==> src/rtl/ils_pkg.sv <==
`default_nettype none

package ils_pkg;

    localparam int CMD_W    = 3;
    localparam int POS_W    = 6;
    localparam int ITEM_W   = 64;
    localparam int STATUS_W = 2;
    localparam int COUNT_W  = 7;
    localparam int ADDR_W   = 12;

    localparam logic [CMD_W-1:0] CMD_INSERT = 3'd0;
    localparam logic [CMD_W-1:0] CMD_REMOVE = 3'd1;
    localparam logic [CMD_W-1:0] CMD_GET    = 3'd2;
    localparam logic [CMD_W-1:0] CMD_SET    = 3'd3;
    localparam logic [CMD_W-1:0] CMD_CLEAR  = 3'd4;

    localparam logic [STATUS_W-1:0] ST_OK    = 2'd0;
    localparam logic [STATUS_W-1:0] ST_RANGE = 2'd1;
    localparam logic [STATUS_W-1:0] ST_EMPTY = 2'd2;
    localparam logic [STATUS_W-1:0] ST_FULL  = 2'd3;

    typedef struct packed {
        logic              we;
        logic [ADDR_W-1:0] waddr;
        logic [ITEM_W-1:0] wdata;
        logic              re;
        logic [ADDR_W-1:0] raddr;
    } t_mem_req;

    typedef struct packed {
        logic                empty_res;
        logic [COUNT_W-1:0]  count;
        logic [STATUS_W-1:0] status;
        logic [ITEM_W-1:0]   data;
    } t_result;

endpackage

`default_nettype wire

==> src/rtl/ils_mem.sv <==
`default_nettype none

module ils_mem #(
    parameter int CAPACITY = 64
) (
    input  wire logic                    i_clk,
    input  wire ils_pkg::t_mem_req       i_req,
    output logic [ils_pkg::ITEM_W-1:0]   o_rdata
);
    import ils_pkg::*;

    localparam int AW = (CAPACITY > 1) ? $clog2(CAPACITY) : 1;

    logic [ITEM_W-1:0] r_mem [CAPACITY];
    logic [ITEM_W-1:0] r_rdata;

    always_ff @(posedge i_clk) begin
        if (i_req.we) begin
            r_mem[i_req.waddr[AW-1:0]] <= i_req.wdata;
        end
        if (i_req.re) begin
            r_rdata <= r_mem[i_req.raddr[AW-1:0]];
        end
    end

    assign o_rdata = r_rdata;

endmodule

`default_nettype wire

==> config.mk <==
export PLATFORM = sky130hd
export DESIGN_NAME = ils_mem
export DESIGN_NICKNAME = d
export VERILOG_FILES = /design/src/rtl/ils_pkg.sv /design/src/rtl/ils_mem.sv
export SDC_FILE = /design/constraint.sdc
export NUM_CORES = 2
export LEC_CHECK = 0
export BUFFER_PORTS_ARGS = -buffer_cell sky130_fd_sc_hd__buf_2
export CORE_AREA = 2 2 638 640
export CTS_CLUSTER_DIAMETER = 30
export DETAILED_ROUTE_END_ITERATION = 7
export DIE_AREA = 0 0 640 642
export GPL_ROUTABILITY_DRIVEN = 0
export SLEW_MARGIN = 15
export SYNTH_ARGS = -nofsm -noshare
export SYNTH_HDL_FRONTEND = slang
export SYNTH_SLANG_ARGS = --single-unit
==> constraint.sdc <==
create_clock -name i_clk -period 7.1 [get_ports i_clk]
set_clock_uncertainty 0.05 [all_clocks]
set_input_delay 0.71 -clock i_clk [delete_from_list [all_inputs] [get_ports i_clk]]
set_output_delay 0.71 -clock i_clk [all_outputs]
set_load 0.01 [all_outputs]
# == Word-level counts from Yosys, hierarchy flattened ==
# Memory sizes are Yosys's and may differ from the RTL's. A register that Yosys moved wholly into a read port is not among the register bits.
# Index checks and enable logic that the tools add are counted.
# word_totals
romBits,0
in_bits,91
latch_bits,0
ff_bits,0
ramBits,4096
memories,1
# memory_table
name,words,word_bits,rd,rd_ports_with_merged_regs,wr,line_no,rtl
r_mem,64,64,1,1,1,ils_mem.sv:14,logic [ITEM_W-1:0] r_mem [CAPACITY];
# op_classes
shifts,0
order_cmp,0
div,0
muxes,2
bitwise,0
addsub,0
n_reduce_logical,0
n_eq_ne,0
mul,0
# op_table
op,count
two-way mux 1 bit,2

# == Logic depth before layout (Yosys ltp) ==
# logic_depth
word_depth,2
ltp_mapped,9
ltp_nobuf,5

# == Worst setup path after synthesis ==
# No wires, ideal clock.
# synth_path
kind,in2reg
from,input port i_req[80] (netlist bit)
to,"memory r_mem[48][0], enable pin"
setup_time_ns,0.564
arrival_ns,5.582
cell_stages,4
setup_slack_ns,0.904
cell_sequence,clkbuf_1 -> nor2b_1 -> nand4b_1 -> nor3_1
# synth_lines
item,line_no,rtl
start: declaration,ils_mem.sv:7,"input wire ils_pkg::t_mem_req i_req,"
end: declaration,ils_mem.sv:14,
# No word-level cell before the write port.

==> summary.md <==
| Metric | Value |
|---|---|
| TritonCTS buffer count | `685` |
| Area Overhead vs Synth | `20.36%` |
| Setup tns final | `0 ns` |
| Worst-case clock buffer depth | `4` |
| Nets | `7336` |
| Final hold slack | `0.09646 ns` |
| # DRC | `0` |
| GRT Overall Usage | `21.08%` |
| Top-count cell post-synth | `edfxtp_1` |
| RSZ-0062 raised after global routing | `no` |
| CP Launch Type | `input pin` |
| Root Buffer | `clkbuf_16` |
| Worst Path Required | `7.79 ns` |
| Detailed Routing Iterations Pass 1 | `6` |
| Drt initial violations | `9804` |
| Leading area contributor after synthesis | `edfxtp_1` |
| Synth Warn # | `0` |
| Placed cells | `11984` |
| Peak per-stage delay on the critical path | `0.59 ns` |
| Routed vias/inst | `5.818` |
| IO Port Bufs | `142` |
| Die X | `640 um` |
| Worst slack at placement | `2.632 ns` |
| Core Util, Final | `46.73%` |
| Count of final hold-check violations | `0` |
| Synthesis-stage register bit count | `4160` |
| ANT nets after route | `0` |
| Tot Pwr | `62.83 mW` |
| Via Count | `77227` |
| Worst-path clk slew | `0.06 ns` |
| Total gr overflow | `0` |
| Slew HR | `16.05%` |
| Worst setup margin | `3.738 ns` |
| Max_cap viols | `0` |
| Post-synth EDFFs | `4160` |
| Fin cells | `13273` |
| Tmin final | `3.362 ns` |
| # clock sinks | `4160` |
| Fmax | `297.4 MHz` |
| Crit-path cells | `buf_12 -> buf_12 -> buf_12 -> mux4_2 -> mux2i_1 -> nand2_1 -> a41oi_1 -> a211oi_1` |
| Share of the synthesized area in the top cell type | `79.57%` |
| Main synth FF type | `edfxtp_1` |
| Min-Delay Path Class | `input pin to register` |
| Initial core utilization | `38.83%` |
| Clk Latency, worst-skew pair | `1.03 ns` |
| Placed Area | `165300 sq um` |
| CTS Hold Bufs | `0` |
| R2R setup slack | `4.62 ns` |
| Top cells by area, synth | `edfxtp_1 80%, mux4_2 15%, mux2i_1 0.86%` |
| Crit path kind | `input pin to register` |
| Fillcell total | `32622` |
| H-tree depth | `6` |
| Max-slew violations | `0` |
| Initial antenna violation count | `45` |
| Number of global-route vias before repair | `78454` |
| FFs w/ async S/R, synth | `0%` |
| Max stage delay cell, worst path | `mux4_2` |
| First-pass GRT wire length | `610700 um` |
| Cell Area, Synth | `157000 sq um` |
| Top post-synthesis cells by count | `4160 x edfxtp_1, 1024 x mux4_2, 170 x buf_2` |
| DP HPWL | `222300 um` |
| Routed wire per std cell | `33.18 um` |
| Status | `completed` |
| WL final | `440500 um` |
| Post_cts resized | `0` |
| Core area | `404300 sq um` |
| Proportion of synthesized chip area in sequential cells | `79.57%` |
| Tightest Pin Transition | `1.259 ns` |
| Worst path most repeated cell | `buf_12` |
| Critical Path Sink Type | `register` |
| PD cells | `332.5 nW/um^2` |
| Largest net degree at the start of global routing | `113` |
| Io pins | `155` |
| Peak supply drop | `242.9 uV` |
| Postcts setup bufs | `0` |
| Cell variety after synth | `32` |
| Final worst-path cycle share | `47.35%` |
| TritonCTS clock tree | `built` |
| Final instance area | `189000 sq um` |
| Share of cells above drive strength 1 | `33.06%` |
| Largest fanout on the critical path | `88` |
| Die Footprint | `410900 sq um` |
| Synth Instances | `6598` |
| Critical path arrival | `4.05 ns` |
| Mapped Nets | `6689` |
| Mean Syn Cell Area | `23.79 sq um` |
| Leakage | `59.69 nW` |
| Cell Rows | `234` |
| Setup violators final | `0` |
| Chip height | `642 um` |
==> cell type report <==
cell class	count	area, sq um	area share (%)
clock buffer	762	17660	9.349
multi-input combinational	2049	30800	16.30
antenna	17	42.54	0.02251
sequential	4160	124900	66.11
tap	5428	6792	3.594
timing repair buffer	330	2800	1.482
inverter	19	71.32	0.03774
clock inverter	508	5861	3.102
==> critical path: cells and delay by family <==
kind                   cells  cell delay (ns)
AOI/OAI and AO/OA          2             0.67
muxes                      2             0.75
and+or+nand+nor            1             0.08
buffers and inverters      3             1.42
==> report_power, final <==
| group | switching [mW] | internal [mW] |
|---|---|---|
| Sequential | 0.0771 | 27.3 |
| Combinational | 1.46 | 0.829 |
| Clock | 12.1 | 21.1 |
==> flip-flops by register name (all words and copies together) (netlist names) <==
name	cells
r_mem	4096
o_rdata	64
==> worst paths after layout <==
| check | start | endpoint | cells after the start |
|---|---|---|---|
| worst max-delay path | i_req[0] | o_rdata[35]$_DFFE_PP_ | 8 |
| worst min-delay path | i_req[43] | r_mem[46][30]$_DFFE_PP_ | 1 |
| worst max register to register | r_mem[63][7]$_DFFE_PP_ | o_rdata[7]$_DFFE_PP_ | 5 |
| worst min register to register | r_mem[54][34]$_DFFE_PP_ | o_rdata[34]$_DFFE_PP_ | 4 |
==> cells in the final DEF (no fill, tap or decap), drive strengths merged, types with 80 or more instances in the layout <==
| master | n |
|---|---|
| a22o | 88 |
| a22oi | 168 |
| buf | 330 |
| bufinv | 80 |
| clkbuf | 762 |
| clkinv | 282 |
| edfxtp | 4160 |
| inv | 89 |
| mux2i | 135 |
| mux4 | 1024 |
| nor2 | 112 |
| o22ai | 83 |
==> kinds of logic (layout without fill, tap and decap cells) <==
kind of cell / after synthesis / in the layout / share of synthesized area, %
flops: 4160 / 4160 / 79.57
buf+inv: 389 / 1619 / 1.176
simple gates: 386 / 386 / 1.235
compound gates: 504 / 504 / 2.467
mux: 1159 / 1159 / 15.55
other cells: 0 / 17 / 0
==> routing by layer <==
layer	track usage (%)	vias up	wire, um
met4	6.465	16	13230
met2	34.59	3834	216100
met3	3.977	759	36390
met1	28.62	42500	174600
li1	-	30118	-
met5	0	-	92
No activity file was read; power rests on OpenSTA's default activity.
