## config.mk

```make
export PLATFORM = sky130hd
export DESIGN_NAME = ils_ctrl
export DESIGN_NICKNAME = d
export VERILOG_FILES = /design/src/rtl/ils_pkg.sv /design/src/rtl/ils_ctrl.sv
export SDC_FILE = /design/constraint.sdc
export NUM_CORES = 1
export LEC_CHECK = 0
export BUFFER_PORTS_ARGS = -buffer_cell sky130_fd_sc_hd__buf_2
export CORE_ASPECT_RATIO = 0.6
export CORE_MARGIN = 2
export CORE_UTILIZATION = 45
export CTS_CLUSTER_SIZE = 16
export DETAILED_ROUTE_END_ITERATION = 12
export PLACE_DENSITY = 0.84
export SLEW_MARGIN = 5
export SYNTH_ARGS = -nofsm -noshare
export SYNTH_HDL_FRONTEND = slang
export SYNTH_SLANG_ARGS = --single-unit
```

## constraint.sdc

```tcl
create_clock -name i_clk -period 6.15 [get_ports i_clk]
set_input_delay 1.23 -clock i_clk [delete_from_list [all_inputs] [get_ports i_clk]]
set_output_delay 1.23 -clock i_clk [all_outputs]
set_load 0.02 [all_outputs]
```

## src/rtl/ils_pkg.sv

```systemverilog
`default_nettype none

package ils_pkg;

    localparam int CMD_W    = 3;
    localparam int POS_W    = 6;
    localparam int ITEM_W   = 64;
    localparam int STATUS_W = 2;
    localparam int COUNT_W  = 7;
    localparam int ADDR_W   = 12;

    localparam logic [CMD_W-1:0] CMD_INSERT = 3'd0;
    localparam logic [CMD_W-1:0] CMD_REMOVE = 3'd1;
    localparam logic [CMD_W-1:0] CMD_GET    = 3'd2;
    localparam logic [CMD_W-1:0] CMD_SET    = 3'd3;
    localparam logic [CMD_W-1:0] CMD_CLEAR  = 3'd4;

    localparam logic [STATUS_W-1:0] ST_OK    = 2'd0;
    localparam logic [STATUS_W-1:0] ST_RANGE = 2'd1;
    localparam logic [STATUS_W-1:0] ST_EMPTY = 2'd2;
    localparam logic [STATUS_W-1:0] ST_FULL  = 2'd3;

    typedef struct packed {
        logic              we;
        logic [ADDR_W-1:0] waddr;
        logic [ITEM_W-1:0] wdata;
        logic              re;
        logic [ADDR_W-1:0] raddr;
    } t_mem_req;

    typedef struct packed {
        logic                empty_res;
        logic [COUNT_W-1:0]  count;
        logic [STATUS_W-1:0] status;
        logic [ITEM_W-1:0]   data;
    } t_result;

endpackage

`default_nettype wire

```

## src/rtl/ils_ctrl.sv

```systemverilog
`default_nettype none

module ils_ctrl #(
    parameter int CAPACITY = 64
) (
    input  wire logic                     i_clk,
    input  wire logic                     i_rst_n,
    input  wire logic                     i_valid,
    output logic                          o_ready,
    input  wire logic [ils_pkg::CMD_W-1:0]  i_command,
    input  wire logic [ils_pkg::POS_W-1:0]  i_position,
    input  wire logic [ils_pkg::ITEM_W-1:0] i_item,
    output ils_pkg::t_mem_req             o_mem_req,
    input  wire logic [ils_pkg::ITEM_W-1:0] i_rdata,
    output logic                          o_res_valid,
    input  wire logic                     i_res_ready,
    output ils_pkg::t_result              o_res
);
    import ils_pkg::*;

    localparam int AW = (CAPACITY > 1) ? $clog2(CAPACITY) : 1;
    localparam int CW = $clog2(CAPACITY + 1);
    localparam int XW = (CW > POS_W) ? CW : POS_W;

    localparam logic [2:0] S_IDLE     = 3'd0;
    localparam logic [2:0] S_INS      = 3'd1;
    localparam logic [2:0] S_INS_LAST = 3'd2;
    localparam logic [2:0] S_REM0     = 3'd3;
    localparam logic [2:0] S_REM      = 3'd4;
    localparam logic [2:0] S_GET      = 3'd5;
    localparam logic [2:0] S_DONE     = 3'd6;

    logic [2:0]          r_state, n_state;
    logic [CW-1:0]       r_count, n_count;
    logic [AW-1:0]       r_addr, n_addr;
    logic [POS_W-1:0]    r_pos, n_pos;
    logic [ITEM_W-1:0]   r_item, n_item;
    logic [ITEM_W-1:0]   r_data, n_data;
    logic [STATUS_W-1:0] r_status, n_status;

    logic          accept;
    logic [XW-1:0] in_pos_x;
    logic [XW-1:0] pos_x;
    logic [XW-1:0] cnt_x;
    logic [XW-1:0] addr_x;

    assign o_ready  = (r_state == S_IDLE);
    assign accept   = i_valid && o_ready;
    assign in_pos_x = XW'(i_position);
    assign pos_x    = XW'(r_pos);
    assign cnt_x    = XW'(r_count);
    assign addr_x   = XW'(r_addr);

    always_comb begin
        n_state   = r_state;
        n_count   = r_count;
        n_addr    = r_addr;
        n_pos     = r_pos;
        n_item    = r_item;
        n_data    = r_data;
        n_status  = r_status;
        o_mem_req = '0;
        case (r_state)
            S_IDLE: begin
                if (i_valid) begin
                    n_pos    = i_position;
                    n_item   = i_item;
                    n_data   = '0;
                    n_status = ST_OK;
                    n_state  = S_DONE;
                    case (i_command)
                        CMD_INSERT: begin
                            if (in_pos_x > cnt_x) begin
                                n_status = ST_RANGE;
                            end else if (r_count == CW'(CAPACITY)) begin
                                n_status = ST_FULL;
                            end else if (in_pos_x == cnt_x) begin
                                o_mem_req.we    = 1'b1;
                                o_mem_req.waddr = ADDR_W'(in_pos_x);
                                o_mem_req.wdata = i_item;
                                n_count         = r_count + CW'(1);
                            end else begin
                                o_mem_req.re    = 1'b1;
                                o_mem_req.raddr = ADDR_W'(r_count - CW'(1));
                                n_addr          = AW'(r_count - CW'(1));
                                n_state         = S_INS;
                            end
                        end
                        CMD_REMOVE: begin
                            if (r_count == '0) begin
                                n_status = ST_EMPTY;
                            end else if (in_pos_x >= cnt_x) begin
                                n_status = ST_RANGE;
                            end else begin
                                o_mem_req.re    = 1'b1;
                                o_mem_req.raddr = ADDR_W'(in_pos_x);
                                n_state         = S_REM0;
                            end
                        end
                        CMD_GET: begin
                            if (in_pos_x >= cnt_x) begin
                                n_status = ST_RANGE;
                            end else begin
                                o_mem_req.re    = 1'b1;
                                o_mem_req.raddr = ADDR_W'(in_pos_x);
                                n_state         = S_GET;
                            end
                        end
                        CMD_SET: begin
                            if (in_pos_x >= cnt_x) begin
                                n_status = ST_RANGE;
                            end else begin
                                o_mem_req.we    = 1'b1;
                                o_mem_req.waddr = ADDR_W'(in_pos_x);
                                o_mem_req.wdata = i_item;
                            end
                        end
                        CMD_CLEAR: begin
                            n_count = '0;
                        end
                        default: begin
                        end
                    endcase
                end
            end
            S_INS: begin
                o_mem_req.we    = 1'b1;
                o_mem_req.waddr = ADDR_W'(addr_x + XW'(1));
                o_mem_req.wdata = i_rdata;
                if (addr_x == pos_x) begin
                    n_state = S_INS_LAST;
                end else begin
                    o_mem_req.re    = 1'b1;
                    o_mem_req.raddr = ADDR_W'(r_addr - AW'(1));
                    n_addr          = r_addr - AW'(1);
                end
            end
            S_INS_LAST: begin
                o_mem_req.we    = 1'b1;
                o_mem_req.waddr = ADDR_W'(pos_x);
                o_mem_req.wdata = r_item;
                n_count         = r_count + CW'(1);
                n_state         = S_DONE;
            end
            S_REM0: begin
                n_data = i_rdata;
                if (pos_x + XW'(1) < cnt_x) begin
                    o_mem_req.re    = 1'b1;
                    o_mem_req.raddr = ADDR_W'(pos_x + XW'(1));
                    n_addr          = AW'(pos_x + XW'(1));
                    n_state         = S_REM;
                end else begin
                    n_count = r_count - CW'(1);
                    n_state = S_DONE;
                end
            end
            S_REM: begin
                o_mem_req.we    = 1'b1;
                o_mem_req.waddr = ADDR_W'(addr_x - XW'(1));
                o_mem_req.wdata = i_rdata;
                if (addr_x + XW'(1) < cnt_x) begin
                    o_mem_req.re    = 1'b1;
                    o_mem_req.raddr = ADDR_W'(addr_x + XW'(1));
                    n_addr          = r_addr + AW'(1);
                end else begin
                    n_count = r_count - CW'(1);
                    n_state = S_DONE;
                end
            end
            S_GET: begin
                n_data  = i_rdata;
                n_state = S_DONE;
            end
            S_DONE: begin
                if (i_res_ready) begin
                    n_state = S_IDLE;
                end
            end
            default: begin
                n_state = S_IDLE;
            end
        endcase
    end

    always_ff @(posedge i_clk) begin
        if (!i_rst_n) begin
            r_state <= S_IDLE;
            r_count <= '0;
        end else begin
            r_state <= n_state;
            r_count <= n_count;
        end
        r_addr   <= n_addr;
        r_pos    <= n_pos;
        r_item   <= n_item;
        r_data   <= n_data;
        r_status <= n_status;
    end

    assign o_res_valid     = (r_state == S_DONE);
    assign o_res.data      = r_data;
    assign o_res.status    = r_status;
    assign o_res.count     = COUNT_W'(r_count);
    assign o_res.empty_res = (r_count == '0);

    a_count_bound: assert property (@(posedge i_clk) disable iff (!i_rst_n)
        r_count <= CW'(CAPACITY))
        else $error("item count exceeds capacity");

    a_ins_addr: assert property (@(posedge i_clk) disable iff (!i_rst_n)
        (r_state == S_INS) |-> (addr_x >= pos_x && addr_x < cnt_x))
        else $error("insert shift address left its window");

    a_clear: assert property (@(posedge i_clk) disable iff (!i_rst_n)
        (accept && i_command == CMD_CLEAR) |=> (r_count == '0))
        else $error("clear did not empty the list");

    a_port_clash: assert property (@(posedge i_clk) disable iff (!i_rst_n)
        (o_mem_req.we && o_mem_req.re) |-> (o_mem_req.waddr != o_mem_req.raddr))
        else $error("read and write hit the same entry");

endmodule

`default_nettype wire

```

* Word level (Yosys, flattened, before mapping) *
Index checks and enable logic that the tools add are counted.

storage, ports and cells
  register bits after elaboration = 152
  output and inout port bits = 166

cells by class
  $add $sub $neg = 10
  magnitude comparators = 4
  equality and inequality tests = 29
  multiplexer cells = 52
  reductions and logical operators = 14

operators by type and width
  kind                 count
  $pmux 77 s4          1
  $mux 90              3
  $mux 77              2
  $pmux 77 s2          1
  $pmux 64 s2          1
  $mux 13              6
  $mux 64              1
  $pmux 13 s4          1
  $mux 6               8
  $mux 7               6
  $pmux 13 s3          1
  $add 6x1->7 const B  4
  $pmux 7 s4           1
  $mux 3               9
  $pmux 6 s4           1
  $ne 2x2->1 const B   10
  $pmux 3 s6           1
  $lt 7x7->1           2
  $pmux 7 s2           1
  $eq 3x2->1 const B   4
  $eq 3x3->1 const B   4
  $mux 2               5
  $ne 3x3->1 const B   3
  $pmux 3 s3           1
  25 further kinds     32

* Depth between registers and ports, before layout *
  depth after elaboration = 7
  depth in mapped cells = 13
  depth with buffers taken out = 11

* Worst setup path before layout *
OpenSTA, ideal clock, no wires.

  kind = input-to-output
  start point = in i_valid
  end point = out o_mem_req[10] in the netlist's numbering
  data arrival time = 5626 ps
  data required time = 4920 ps
  path slack = -706 ps
  stages = 5
  buffers on the path = 2
  path through = and2_1 clkbuf_1 nand4_1 o41ai_1 buf_4

RTL lines
  what         line            RTL
  from (decl)  ils_ctrl.sv:8   input wire logic i_valid,
  to (decl)    ils_ctrl.sv:13  output ils_pkg::t_mem_req o_mem_req,

==> metrics.cfg <==
[status]
outcome=completed

[route]
drt_iter0_markers=916
dr.max_layer_used=met4
wl_per_cell_um=21.5
vias_per_cell=5.88
num_vias=7520
wirelength_mm=27.4
drt-met1-wl_mm=11.7
antenna_left=0
first_pass_iters=5
wl_met3_mm=3.49
wl_met2_mm=12.0
drc_errors=0

[clock_tree]
tritoncts=done
cts.repair.resized=0
worstSkewPairLatency_ps=430
clockBufferDepth=2
cts_buffers=17
cts_root_buf=clkbuf_16
holdBufCountCts=0
path_clk_slew_ps=70
cts_htree_levels=4
cts_sinks=152
postCtsSetupRepairBufs=0

[place]
port-buffer-count=306
postPlaceCellArea_sq_mm=0.0102
gp_congestion=1.01
hpwl_mm=19.8

[yosys]
avgSynthCellArea_sq_um=11.4
synth_fp_nets=920
syn-instance-count=751
synthArstFlopShare_pct=0
synth.distinct_cells=68
ys_dominant_reg_cell=edfxtp_1
synth_warnings=0
synth-seq-cells=152
synth-edff-count=142
netlist_area_sq_mm=0.00857
ys_seq_area_share_pct=52.1

[critical_path]
crit_chain=ha_1 > nand3_1 > xor2_1 > inv_1 > ha_1 > a211oi_1 > nor2_1 > nor4_1 > a222oi_1 > o211ai_1 > buf_2
worst-path-max-fanout=8
endpoint=o_mem_req[3]
cp_top_family=simple AND/OR/NAND/NOR gates
r2r-end=r_addr[2]$_DFFE_PP_
critPathSlowestCell=nor4_1
crit_buf_inv=2
startpoint_type=flip-flop
max_stage_delay_ps=1000
required_ps=4920
crit_top_cell=ha_1
r2r_cells=10
r2r-start=r_pos[0]$_DFFE_PP_
critPathLaunch=r_pos[0]$_DFFE_PP_
cp-end-kind=output pin
crit_cells=11
cp.arrival_ps=4250
r2r_slack_ps=1900
crit_type=reg -> out

[global_routing]
grt_usage_pct=26.9
grt_max_degree=72
grt_pass1_vias=7179
grt_first_pass_wirelength_mm=41.5
antenna_found_initial=3
grt_overflow=0

[die]
start_util_pct=45.5
io_pins=307
die_x_um=182
die_area_sq_mm=0.0202
placementRows=39
die_h_um=111
core_area_sq_mm=0.0188

[sta]
worst_slew_pin_slew_ps=1180
min_period_over_period_pct=89.1
max_freq_mhz=183
slew_headroom_pct=20.3
hold_slack_ps=670
fin_skew_ps=12.1
finalSetupViolCount=0
period_minus_slack_ps=5480
tns_ps=0
final_max_slew_viol_count=0
hold_violations=0
rsz0062_at_grt=false

[final_layout]
final_area_sq_mm=0.0108
fin_util_pct=57.2
num-fill-cells=1613
drive_gt1_share_pct=36.2
nets=1186
area_delta_synth_final_pct=25.8
seq_area_sq_mm=0.00447
multi_input_area_sq_mm=0.00373

[power]
power_mw=5.68
ir_drop_mv=0.301
power.density_mw_per_mm2=527
leakagePower_nw=4.75

[flow_run]
max_cap_viol_count=0

[hold_path]
hold_class=reg -> reg

## power breakdown
| part | switching, mW | total (mW) | internal (mW) | leakage (nW) |
|---|---|---|---|---|
| Combinational | 1.95 | 2.97 | 1.03 | 3.04 |
| Clock | 0.437 | 1.04 | 0.598 | 0.275 |
| Sequential | 0.207 | 1.67 | 1.47 | 1.43 |
## cells in the mapped netlist (all sizes together) (7+ instances only)
cell type  count  area [sq um]
dfxtp         10           200
nand4          7          43.8
o211ai         7          52.6
and3          69           432
a221o         70           701
nor2b         70           438
a211oi        10          95.1
xnor2         19           166
a21oi         22           110
edfxtp       142          4260
clkbuf        41           154
nor2          47           176
inv           23          86.3
nand2         23          86.3
o21ai         17          85.1
xor2          11          96.3
buf           27           169
nor3          13          76.3
nand3         16          80.1
ha            27           338
## stage by stage
stage                     worst slack [ps]  instances
after floorplan                        652        751
final                                  671       1278
after detailed placement               956       1244
after global placement                 993       1244
after CTS                              911       1275
after global routing                   512       1275
## sequential cells by signal, summed over array words and instances, names as in the netlist
signal,cells
r_data,64
r_item,64
r_pos,6
cnt_x,7
r_addr,6
r_state,3
r_status,2
## worst min path at each step
stage / start / end / slack [ps] / cells past startpoint
after CTS: cnt_x[0]$_SDFFE_PN0P_ / cnt_x[0]$_SDFFE_PN0P_ / 650 / 2
after global routing: cnt_x[3]$_SDFFE_PN0P_ / cnt_x[3]$_SDFFE_PN0P_ / 710 / 2
final: cnt_x[3]$_SDFFE_PN0P_ / cnt_x[3]$_SDFFE_PN0P_ / 670 / 2
after global placement: cnt_x[3]$_SDFFE_PN0P_ / cnt_x[3]$_SDFFE_PN0P_ / 620 / 2
after floorplan: r_state[0]$_SDFFE_PN0P_ / r_addr[3]$_DFFE_PP_ / 690 / 2
after detailed placement: cnt_x[0]$_SDFFE_PN0P_ / cnt_x[0]$_SDFFE_PN0P_ / 640 / 2
## cell families after synthesis
| logic type | count (synthesis) | share of synthesized area [%] |
|---|---|---|
| AND/OR/NAND/NOR | 273 | 18.5 |
| AO/OA/AOI/OAI | 173 | 17.0 |
| flip-flops | 152 | 52.1 |
| buffers and inverters | 92 | 4.82 |
| XOR/XNOR | 30 | 3.07 |
| adder cells (fa/ha/maj) | 28 | 4.18 |
| multiplexers | 3 | 0.365 |
## metal layers
layer,vias to the layer above,GRT usage (%)
li1,3439,-
met1,3577,37.3
met2,485,40.1
met3,19,10.7
met4,0,4.95
met5,-,0
## area by class of cell
type | count | share of cell area (%)
sequential | 152 | 41.4
multi-input combinational | 507 | 34.6
timing repair buffer | 315 | 14.8
clock buffer | 17 | 3.95
tap | 246 | 2.86
clock inverter | 14 | 1.38
inverter | 24 | 0.836
antenna | 3 | 0.0697
## worst register-to-register path: cells and delay by family, from the launching register on
kind                       cells  cell delay, ps
buffers and inverters          1             120
adders and majority gates      2             650
and+or+nand+nor                3            1240
xor gates and xnor gates       1             300
DFF                            1             580
AOI/OAI and AO/OA              3             990
## cell usage in the layout, fill, tap and decap left out, types with 3 or more instances in the layout
cell       count
xnor2_1       19
a211o_1        4
o32ai_1        4
ha_1          27
inv_1         21
xor2_1        10
nor3_1        12
nand2b_1       3
a222oi_1       3
nor4_1         4
nor2b_1       70
nand2_1       23
edfxtp_1     142
a31oi_1        3
inv_6          3
clkinv_1       3
a211oi_2       4
a211oi_1       6
diode_2        3
a22oi_1        5
and3_1        68
o21ai_0       17
clkinv_4       4
nor2_1        46
clkbuf_16     17
a311oi_1       3
nand3_1       16
a21o_1         4
a221o_1       70
a21oi_1       22
o211ai_1       7
nand4_1        7
buf_2        306
dfxtp_1        9
buf_4          9
and2_1         3
Note: power is estimated with default switching activity, not from simulation.
